`src/hdl/erld_pkg.sv`:
```
// Shared types and codes for the extent run-list decoder.
`default_nettype none

package erld_pkg;

  // End cause codes reported with each result.
  localparam logic [2:0] CAUSE_RUNNING  = 3'd0;
  localparam logic [2:0] CAUSE_ZERO_HDR = 3'd1;
  localparam logic [2:0] CAUSE_ZERO_LEN = 3'd2;
  localparam logic [2:0] CAUSE_PAST_END = 3'd3;
  localparam logic [2:0] CAUSE_BUDGET   = 3'd4;
  localparam logic [2:0] CAUSE_OVERSIZE = 3'd5;

  // Event queue between front and back.
  localparam int QUEUE_DEPTH = 2;
  localparam int QPTR_W      = $clog2(QUEUE_DEPTH);

  // One event from the front: a finished run or an end of list.
  typedef struct packed {
    logic        is_run;
    logic [2:0]  cause;
    logic        restart;
    logic [63:0] restart_vcn;
    logic [63:0] length;
    logic [63:0] delta;
  } ev_t;

endpackage

`default_nettype wire

```
`src/hdl/erld_front.sv`:
```
// Front end: accepts run-list bytes, parses headers and fields, posts events.
`default_nettype none

module erld_front #(
  parameter int LIST_WINDOW_BYTES = 512
) (
  input  wire logic         clk,
  input  wire logic         rst,
  input  wire logic         in_fire,
  input  wire logic [7:0]   list_byte,
  input  wire logic         list_start,
  input  wire logic [63:0]  first_vcn,
  input  wire logic [8:0]   list_offset,
  output erld_pkg::ev_t     ev,
  output logic              ev_push
);

  localparam int CW_RAW = $clog2(LIST_WINDOW_BYTES + 32);
  localparam int CW     = (CW_RAW > 10) ? CW_RAW : 10;
  localparam logic [CW-1:0] WINDOW = CW'(LIST_WINDOW_BYTES);

  localparam logic [1:0] PH_HEADER = 2'd0;
  localparam logic [1:0] PH_LENGTH = 2'd1;
  localparam logic [1:0] PH_OFFSET = 2'd2;
  localparam logic [1:0] PH_DONE   = 2'd3;

  logic [1:0]    phase, phase_next;
  logic [3:0]    len_left, len_left_next;
  logic [3:0]    off_left, off_left_next;
  logic [3:0]    len_size, len_size_next;
  logic [3:0]    off_size, off_size_next;
  logic [63:0]   len_accum, len_accum_next;
  logic [63:0]   delta_accum, delta_accum_next;
  logic [CW-1:0] count, count_next;
  logic          pend_restart, pend_restart_next;
  logic [63:0]   restart_vcn, restart_vcn_next;

  logic [CW-1:0] offset_ext;
  logic [CW-1:0] budget;
  logic [3:0]    len_nib, off_nib;
  logic [2:0]    len_idx, off_idx;
  logic [63:0]   len_shift, off_shift;
  logic [63:0]   delta_raw, delta_ext;

  assign offset_ext = CW'(list_offset);
  assign budget     = (offset_ext < WINDOW) ? (WINDOW - offset_ext) : '0;
  assign len_nib    = list_byte[3:0];
  assign off_nib    = list_byte[7:4];
  assign len_idx    = 3'(len_size - len_left);
  assign off_idx    = 3'(off_size - off_left);
  assign len_shift  = {56'd0, list_byte} << {len_idx, 3'b000};
  assign off_shift  = {56'd0, list_byte} << {off_idx, 3'b000};
  assign delta_raw  = delta_accum | off_shift;

  // Sign-extend the delta from its own field width.
  always_comb begin
    delta_ext = delta_raw;
    case (off_size)
      4'd1: delta_ext = {{56{delta_raw[7]}},  delta_raw[7:0]};
      4'd2: delta_ext = {{48{delta_raw[15]}}, delta_raw[15:0]};
      4'd3: delta_ext = {{40{delta_raw[23]}}, delta_raw[23:0]};
      4'd4: delta_ext = {{32{delta_raw[31]}}, delta_raw[31:0]};
      4'd5: delta_ext = {{24{delta_raw[39]}}, delta_raw[39:0]};
      4'd6: delta_ext = {{16{delta_raw[47]}}, delta_raw[47:0]};
      4'd7: delta_ext = {{8{delta_raw[55]}},  delta_raw[55:0]};
      default: delta_ext = delta_raw;
    endcase
  end

  always_comb begin
    phase_next        = phase;
    len_left_next     = len_left;
    off_left_next     = off_left;
    len_size_next     = len_size;
    off_size_next     = off_size;
    len_accum_next    = len_accum;
    delta_accum_next  = delta_accum;
    count_next        = count;
    pend_restart_next = pend_restart;
    restart_vcn_next  = restart_vcn;
    ev_push           = 1'b0;
    ev                = '0;

    if (in_fire) begin
      if (list_start) begin
        phase_next        = PH_HEADER;
        count_next        = '0;
        pend_restart_next = 1'b1;
        restart_vcn_next  = first_vcn;
        len_left_next     = '0;
        off_left_next     = '0;
        len_size_next     = '0;
        off_size_next     = '0;
        len_accum_next    = '0;
        delta_accum_next  = '0;
      end
      ev.restart     = pend_restart_next;
      ev.restart_vcn = restart_vcn_next;

      unique case (phase_next)
        PH_HEADER: begin
          if (count_next >= budget) begin
            phase_next = PH_DONE;
            ev_push    = 1'b1;
            ev.cause   = erld_pkg::CAUSE_BUDGET;
          end else begin
            count_next = count_next + 1'b1;
            if (list_byte == 8'd0) begin
              phase_next = PH_DONE;
              ev_push    = 1'b1;
              ev.cause   = erld_pkg::CAUSE_ZERO_HDR;
            end else if (len_nib == 4'd0) begin
              phase_next = PH_DONE;
              ev_push    = 1'b1;
              ev.cause   = erld_pkg::CAUSE_ZERO_LEN;
            end else if (len_nib > 4'd8 || off_nib > 4'd8) begin
              phase_next = PH_DONE;
              ev_push    = 1'b1;
              ev.cause   = erld_pkg::CAUSE_OVERSIZE;
            end else begin
              len_size_next    = len_nib;
              off_size_next    = off_nib;
              len_left_next    = len_nib;
              off_left_next    = off_nib;
              len_accum_next   = '0;
              delta_accum_next = '0;
              phase_next       = PH_LENGTH;
            end
          end
        end
        PH_LENGTH: begin
          count_next     = count_next + 1'b1;
          len_accum_next = len_accum | len_shift;
          len_left_next  = len_left - 1'b1;
          if (len_left_next == 4'd0) begin
            if (off_left == 4'd0) begin
              // No offset field: the run keeps the current physical cluster.
              phase_next = PH_HEADER;
              ev_push    = 1'b1;
              ev.is_run  = 1'b1;
              ev.cause   = erld_pkg::CAUSE_RUNNING;
              ev.length  = len_accum_next;
              ev.delta   = '0;
            end else begin
              phase_next = PH_OFFSET;
            end
          end
        end
        PH_OFFSET: begin
          count_next       = count_next + 1'b1;
          delta_accum_next = delta_raw;
          off_left_next    = off_left - 1'b1;
          if (off_left_next == 4'd0) begin
            phase_next = PH_HEADER;
            ev_push    = 1'b1;
            ev.is_run  = 1'b1;
            ev.cause   = erld_pkg::CAUSE_RUNNING;
            ev.length  = len_accum;
            ev.delta   = delta_ext;
          end
        end
        PH_DONE: begin
          // Drop bytes until the next list start.
        end
        default: begin
        end
      endcase

      if (ev_push) begin
        pend_restart_next = 1'b0;
      end
    end
  end

  always_ff @(posedge clk) begin
    if (rst) begin
      phase        <= PH_HEADER;
      len_left     <= '0;
      off_left     <= '0;
      len_size     <= '0;
      off_size     <= '0;
      count        <= '0;
      pend_restart <= 1'b0;
    end else begin
      phase        <= phase_next;
      len_left     <= len_left_next;
      off_left     <= off_left_next;
      len_size     <= len_size_next;
      off_size     <= off_size_next;
      count        <= count_next;
      pend_restart <= pend_restart_next;
    end
    len_accum   <= len_accum_next;
    delta_accum <= delta_accum_next;
    restart_vcn <= restart_vcn_next;
  end

endmodule

`default_nettype wire

```
`src/hdl/erld_queue.sv`:
```
// Short event queue between the decoder front and back.
`default_nettype none

module erld_queue (
  input  wire logic          clk,
  input  wire logic          rst,
  input  wire logic          push,
  input  wire erld_pkg::ev_t push_ev,
  output logic               full,
  input  wire logic          pop,
  output erld_pkg::ev_t      head_ev,
  output logic               not_empty
);

  localparam logic [erld_pkg::QPTR_W:0] DEPTH_CNT =
    (erld_pkg::QPTR_W + 1)'(erld_pkg::QUEUE_DEPTH);
  localparam logic [erld_pkg::QPTR_W-1:0] LAST_PTR =
    erld_pkg::QPTR_W'(erld_pkg::QUEUE_DEPTH - 1);

  erld_pkg::ev_t                slots [erld_pkg::QUEUE_DEPTH];
  logic [erld_pkg::QPTR_W-1:0]  wr_ptr, rd_ptr;
  logic [erld_pkg::QPTR_W:0]    used;
  logic                         do_push, do_pop;

  assign full      = (used == DEPTH_CNT);
  assign not_empty = (used != '0);
  assign head_ev   = slots[rd_ptr];
  assign do_push   = push && !full;
  assign do_pop    = pop && not_empty;

  always_ff @(posedge clk) begin
    if (rst) begin
      wr_ptr <= '0;
      rd_ptr <= '0;
      used   <= '0;
    end else begin
      if (do_push) begin
        wr_ptr <= (wr_ptr == LAST_PTR) ? '0 : wr_ptr + 1'b1;
      end
      if (do_pop) begin
        rd_ptr <= (rd_ptr == LAST_PTR) ? '0 : rd_ptr + 1'b1;
      end
      if (do_push && !do_pop) begin
        used <= used + 1'b1;
      end else if (do_pop && !do_push) begin
        used <= used - 1'b1;
      end
    end
    if (do_push) begin
      slots[wr_ptr] <= push_ev;
    end
  end

endmodule

`default_nettype wire

```
`src/hdl/erld_back.sv`:
```
// Back end: applies events to the cluster counters and drives the result register.
`default_nettype none

module erld_back (
  input  wire logic          clk,
  input  wire logic          rst,
  input  wire logic          ev_valid,
  input  wire erld_pkg::ev_t ev,
  output logic               ev_pop,
  input  wire logic [63:0]   last_vcn,
  output logic               out_valid,
  input  wire logic          out_ready,
  output logic               run_valid,
  output logic [63:0]        run_vcn,
  output logic [63:0]        run_lcn,
  output logic [63:0]        run_clusters,
  output logic               list_done,
  output logic [2:0]         end_cause,
  output logic               any_runs
);

  logic [63:0] cur_vcn, cur_lcn;
  logic        done, seen;

  logic [63:0] vcn_base, lcn_base, lcn_sum, vcn_end;
  logic        done_base, seen_base, past_end, emit;

  assign ev_pop    = ev_valid && (!out_valid || out_ready);
  assign vcn_base  = ev.restart ? ev.restart_vcn : cur_vcn;
  assign lcn_base  = ev.restart ? 64'd0 : cur_lcn;
  assign done_base = ev.restart ? 1'b0 : done;
  assign seen_base = ev.restart ? 1'b0 : seen;
  assign lcn_sum   = lcn_base + ev.delta;
  assign vcn_end   = vcn_base + ev.length;
  assign past_end  = $signed(vcn_end) > $signed(last_vcn);
  // Events behind a finished list are dropped until the next restart.
  assign emit      = !done_base;

  always_ff @(posedge clk) begin
    if (rst) begin
      cur_vcn   <= '0;
      cur_lcn   <= '0;
      done      <= 1'b0;
      seen      <= 1'b0;
      out_valid <= 1'b0;
    end else begin
      if (out_ready) begin
        out_valid <= 1'b0;
      end
      if (ev_pop && emit) begin
        out_valid <= 1'b1;
        if (ev.is_run) begin
          cur_vcn <= vcn_end;
          cur_lcn <= lcn_sum;
          seen    <= 1'b1;
          done    <= past_end;
        end else begin
          cur_vcn <= vcn_base;
          cur_lcn <= lcn_base;
          seen    <= seen_base;
          done    <= 1'b1;
        end
      end
    end
  end

  always_ff @(posedge clk) begin
    if (ev_pop && emit) begin
      if (ev.is_run) begin
        run_valid    <= 1'b1;
        run_vcn      <= vcn_base;
        run_lcn      <= lcn_sum;
        run_clusters <= ev.length;
        list_done    <= past_end;
        end_cause    <= past_end ? erld_pkg::CAUSE_PAST_END : erld_pkg::CAUSE_RUNNING;
        any_runs     <= 1'b1;
      end else begin
        run_valid    <= 1'b0;
        run_vcn      <= '0;
        run_lcn      <= '0;
        run_clusters <= '0;
        list_done    <= 1'b1;
        end_cause    <= ev.cause;
        any_runs     <= seen_base;
      end
    end
  end

endmodule

`default_nettype wire

```
`src/hdl/extent_run_list_decoder_top.sv`:
```
// Top level of the extent run-list decoder: register port, front, queue and back.
`default_nettype none

// Decodes a mapping-pair run list streamed one byte per item on the input
// channel and reports, per finished run, its start virtual cluster, start
// physical cluster (running sum of the sign-extended deltas) and length, plus
// one closing result when the list ends (zero header, zero length nibble,
// run end past last_vcn, byte budget spent, or a field size above 8). Raise
// list_start with the first header byte of each list; first_vcn is sampled
// then, while last_vcn and list_offset apply as written. A byte budget of
// LIST_WINDOW_BYTES minus list_offset is checked at each header. Throughput
// is one byte per clock: the front parses a byte per cycle, a two-entry event
// queue decouples it from the back, and the back does two 64-bit adds and a
// signed compare per event into an output register, so a stalled result only
// stops input once the queue fills. A run's event is held in the queue, then
// popped into the output register. Registers sit at byte addresses 0
// (first_vcn), 8 (last_vcn) and 16 (list_offset) on a 64-bit APB port.
module extent_run_list_decoder_top #(
  parameter int LIST_WINDOW_BYTES = 512
) (
  input  wire logic               clk,
  input  wire logic               rst,
  // configuration port
  input  wire logic               psel,
  input  wire logic               penable,
  input  wire logic               pwrite,
  input  wire logic [4:0]         paddr,
  input  wire logic [63:0]        pwdata,
  output logic [63:0]             prdata,
  output logic                    pready,
  // byte input
  input  wire logic               in_valid,
  output logic                    in_ready,
  input  wire logic [7:0]         list_byte,
  input  wire logic               list_start,
  // result output
  output logic                    out_valid,
  input  wire logic               out_ready,
  output logic                    run_valid,
  output logic signed [63:0]      run_vcn,
  output logic signed [63:0]      run_lcn,
  output logic signed [63:0]      run_clusters,
  output logic                    list_done,
  output logic [2:0]              end_cause,
  output logic                    any_runs
);

  localparam logic [1:0] REG_FIRST_VCN   = 2'd0;
  localparam logic [1:0] REG_LAST_VCN    = 2'd1;
  localparam logic [1:0] REG_LIST_OFFSET = 2'd2;

  logic [63:0] first_vcn, last_vcn;
  logic [8:0]  list_offset;
  logic        cfg_write;

  erld_pkg::ev_t front_ev, head_ev;
  logic          front_push, queue_full, queue_has, back_pop;
  logic          in_fire;

  logic [63:0] vcn_q, lcn_q, clusters_q;

  // Register write on the access phase; no wait states.
  assign pready    = 1'b1;
  assign cfg_write = psel && penable && pwrite && pready;

  always_ff @(posedge clk) begin
    if (rst) begin
      first_vcn   <= 64'd0;
      last_vcn    <= 64'd0;
      list_offset <= 9'd64;
    end else if (cfg_write) begin
      unique case (paddr[4:3])
        REG_FIRST_VCN:   first_vcn   <= pwdata;
        REG_LAST_VCN:    last_vcn    <= pwdata;
        REG_LIST_OFFSET: list_offset <= pwdata[8:0];
        default: begin
          // Unmapped address: drop the write.
        end
      endcase
    end
  end

  always_comb begin
    unique case (paddr[4:3])
      REG_FIRST_VCN:   prdata = first_vcn;
      REG_LAST_VCN:    prdata = last_vcn;
      REG_LIST_OFFSET: prdata = {55'd0, list_offset};
      default:         prdata = 64'd0;
    endcase
  end

  // Accept a byte whenever the queue has room for the event it may post.
  assign in_ready = !queue_full;
  assign in_fire  = in_valid && in_ready;

  erld_front #(
    .LIST_WINDOW_BYTES (LIST_WINDOW_BYTES)
  ) u_front (
    .clk         (clk),
    .rst         (rst),
    .in_fire     (in_fire),
    .list_byte   (list_byte),
    .list_start  (list_start),
    .first_vcn   (first_vcn),
    .list_offset (list_offset),
    .ev          (front_ev),
    .ev_push     (front_push)
  );

  erld_queue u_queue (
    .clk       (clk),
    .rst       (rst),
    .push      (front_push),
    .push_ev   (front_ev),
    .full      (queue_full),
    .pop       (back_pop),
    .head_ev   (head_ev),
    .not_empty (queue_has)
  );

  erld_back u_back (
    .clk          (clk),
    .rst          (rst),
    .ev_valid     (queue_has),
    .ev           (head_ev),
    .ev_pop       (back_pop),
    .last_vcn     (last_vcn),
    .out_valid    (out_valid),
    .out_ready    (out_ready),
    .run_valid    (run_valid),
    .run_vcn      (vcn_q),
    .run_lcn      (lcn_q),
    .run_clusters (clusters_q),
    .list_done    (list_done),
    .end_cause    (end_cause),
    .any_runs     (any_runs)
  );

  assign run_vcn      = $signed(vcn_q);
  assign run_lcn      = $signed(lcn_q);
  assign run_clusters = $signed(clusters_q);

endmodule

`default_nettype wire

```
`config.mk`:
```
export PLATFORM = sky130hd
export DESIGN_NAME = extent_run_list_decoder_top
export DESIGN_NICKNAME = d
export VERILOG_FILES = /design/src/hdl/erld_pkg.sv /design/src/hdl/erld_front.sv /design/src/hdl/erld_queue.sv /design/src/hdl/erld_back.sv /design/src/hdl/extent_run_list_decoder_top.sv
export SDC_FILE = /design/constraint.sdc
export NUM_CORES = 2
export LEC_CHECK = 0
export CORE_ASPECT_RATIO = 0.5
export CORE_MARGIN = 10
export CORE_UTILIZATION = 60
export DETAILED_ROUTE_END_ITERATION = 8
export DONT_BUFFER_PORTS = 1
export PLACE_DENSITY = 0.76
export SLEW_MARGIN = 25
export SYNTH_ARGS = -nofsm -noshare
export SYNTH_HDL_FRONTEND = slang
export SYNTH_SLANG_ARGS = --single-unit
```
`constraint.sdc`:
```
create_clock -name clk -period 19.4 [get_ports clk]
set_input_delay 3.88 -clock clk [delete_from_list [all_inputs] [get_ports clk]]
set_output_delay 3.88 -clock clk [all_outputs]
set_load 0.02 [all_outputs]
```
==> reports/metrics.csv <==
stage;metric;value;unit
run_status;outcome;finished clean;
placed_design;IO Port Bufs;0;
floorplan;Chip Width;450.0;um
yosys;Most used DFF post-synth;edfxtp_1;
worst_setup_path;Worst EP required;19.87;ns
timing;Slew Viols, Final;0;
yosys;Synth area leader;edfxtp_1;
worst_setup_path;critical path's top delay family;simple AND/OR/NAND/NOR gates;
routing;Wirelength per Cell;23.14;um
worst_setup_path;Worst setup SP type;register;
yosys;Unique masters post-synth;86;
worst_setup_path;CP max stage cell;buf_4;
floorplan;FP Rows;78;
placed_design;RD Place Congestion;0.9621;
cts;CTS Sinks;1085;
routing;Routed WL;153500;um
global_routing;first-pass GRT wire length;234100;um
final_layout;filler cell count;7195;
flow_run;max-cap viol count;0;
floorplan;Top-Level Pins;350;
final_layout;Layout area overhead;7.151;%
worst_setup_path;CP max FO;72;
timing;fin crit period;9.419;ns
routing;DRT Pass-1 Iters;6;
timing;max frequency;106.2;MHz
routing;Final ANT Viol Nets;0;
routing;DR vias/cell;6.309;
worst_setup_path;Crit path top cell by count;nand4_1;
timing;final hold vios;0;
timing;Final setup viols;0;
floorplan;Initial Utilization;0.6085;
pwr;PD cells;159.5;nW/um^2
timing;slew margin rel.;0.2991;
yosys;Yosys warning count;0;
floorplan;area of the die;105700;um^2
global_routing;GRT Overall Usage;0.2772;
pwr;peak supply drop;146.9;uV
cts;Clock Latency Late Sink;0.71;ns
global_routing;largest net degree at the start of global routing;235;
cts;Setup Buffers After CTS;0;
final_layout;layout cells sized above 1;0.08585;
global_routing;number of global-route vias before repair;39810;
min_path;Hold Path Class;reg -> reg;
final_layout;nets@finish;5614;
timing;Tightest Pin Transition;1.047;ns
global_routing;initial antenna violation count;3;
routing;Initial DRC Count;4693;
yosys;top post-synthesis cells by area;edfxtp_1, dfxtp_1, a21oi_1;
placed_design;Placed Instances;6451;
timing;TNS Setup;0;ns
yosys;number of flops mapped to enable cells by yosys;784;
cts;Clk Tree Root Cell;clkbuf_16;
final_layout;area of the multi-input gates;23980;um^2
placed_design;Detailed Place HPWL;101500;um
yosys;share of the synthesized area in the top cell type;0.4244;
worst_setup_path;max incr delay on CP;0.67;ns
final_layout;most frequent cells in the layout;a21oi_1, edfxtp_1, nor2_1;
yosys;ys async rst share;0;
routing;DRC violations left;0;
cts;hold_buf cts;0;
cts;H-Tree Depth;3;
yosys;syn avg cell area;10.04;um^2
yosys;Seq/Total Area, Yosys;0.5331;
global_routing;GRT Residual Overflow;0;
worst_setup_path;CP arrival;9.89;ns
cts;CTS tree;yes;
cts;Post-CTS Resized;0;
routing;via count;41850;
pwr;LEAKAGE;0.02208;uW
yosys;flops & latches, synth;1085;
yosys;Post-Syn Nets;5826;
timing;RSZ-0062 raised after global routing;no;
yosys;mapped cell area;55470;um^2
final_layout;FF+latch area;29570;um^2
final_layout;Finished Layout Cells;6633;
yosys;post-synthesis cell count;5524;
cts;Reg clk slew, reported paths;0.07;ns
floorplan;Core ar.;91150;um^2
cts;Num CTS Buffers;96;
timing;clock skew;0.02349;ns
worst_setup_path;crit path buf inv count;3;
worst_setup_path;CP endpoint kind;register;
final_layout;diodes inserted;0;
timing;worst setup margin;9.981;ns
cts;clk buf depth;3;
placed_design;post-place setup slack;10.25;ns
final_layout;commonest non-fill, non-tap cell in the layout;a21oi_1;
worst_setup_path;Setup CP Type;reg -> reg;
timing;crit share post-route;0.4855;
floorplan;chip height;235.0;um
-- stage by stage --
step / cell area (um^2) / total power [uW] / util / hold slack [ns]
final: 59430 / 9480 / 0.6520 / 0.4487
after global placement: 56150 / 7327 / 0.6159 / 0.4284
after floorplan: 55470 / 6397 / - / 0.4167
after CTS: 59320 / 9419 / 0.6507 / 0.4548
after global routing: 59430 / 10010 / 0.6520 / 0.4795
after detailed placement: 56160 / 7450 / 0.6161 / 0.4387
-- sequential cells by signal (all words and copies together) (netlist names), 64 cells and up, named ones only --
register,count
first_vcn,64
last_vcn,64
u_back.cur_lcn,64
u_back.cur_vcn,64
u_back.run_clusters,64
u_back.run_lcn,64
u_back.run_vcn,64
u_front.delta_accum,64
u_front.len_accum,64
u_front.restart_vcn,64
u_queue.slots,394
-- report_power, final --
group / internal [uW] / switching [uW]
clock: 1080 / 882
combinational: 1380 / 2580
sequential: 3110 / 450
total: 5570 / 3910
-- metal layers --
layer,wire length (um),vias up,GRT usage
li1,-,19290,-
met5,13,-,0
met4,5555,2,0.09757
met2,69210,1993,0.4329
met1,64070,20280,0.3821
met3,14660,280,0.05854
-- cells by family after synthesis --
group / synth area share
AO/OA/AOI/OAI: 0.1466
other: 0.00006761
XOR/XNOR: 0.02132
flip-flops: 0.5331
adder cells (fa/ha/maj): 0.04949
buffers and inverters: 0.03688
AND/OR/NAND/NOR: 0.1461
multiplexers: 0.06639
-- worst paths after layout --
check                     startpoint                  end  slack (ns)  cells past startpoint
hold / removal    u_back.cur_lcn[51]   u_back.cur_lcn[51]        0.45                      2
setup reg to reg            register  u_back.end_cause[1]        9.98                     29
setup / recovery            register  u_back.end_cause[1]        9.98                     29
hold reg to reg   u_back.cur_lcn[51]   u_back.cur_lcn[51]        0.45                      2
-- layout make-up --
class	count	share of cell area
Tap cell	1240	0.02610
Clock inverter	55	0.008989
Inverter	184	0.01196
Clock buffer	124	0.04410
Multi-Input combinational cell	3897	0.4034
Sequential cell	1085	0.4976
Timing Repair Buffer	48	0.007894
-- cell usage after synthesis (52+ instances only) --
cell / number
a21oi_1: 786
edfxtp_1: 784
nor2_1: 767
nand2_1: 467
clkbuf_1: 309
dfxtp_1: 301
ha_1: 213
o21ai_0: 209
mux2_2: 191
inv_1: 182
and2_1: 172
mux2i_1: 153
a21o_1: 104
nor3_1: 86
xnor2_1: 83
and3_1: 78
nand4_1: 59
a211oi_1: 57
xor2_1: 52
-- worst register-to-register path: cells and delay by family (launching register included) --
kind	cells	cell delay, ns
and+or+nand+nor	12	3.26
AOI/OAI and AO/OA	9	2.28
DFF	1	0.63
muxes	2	0.83
xor gates and xnor gates	1	0.60
adders and majority gates	2	0.61
buffers and inverters	3	0.98
No activity file was read; power rests on OpenSTA's default activity.
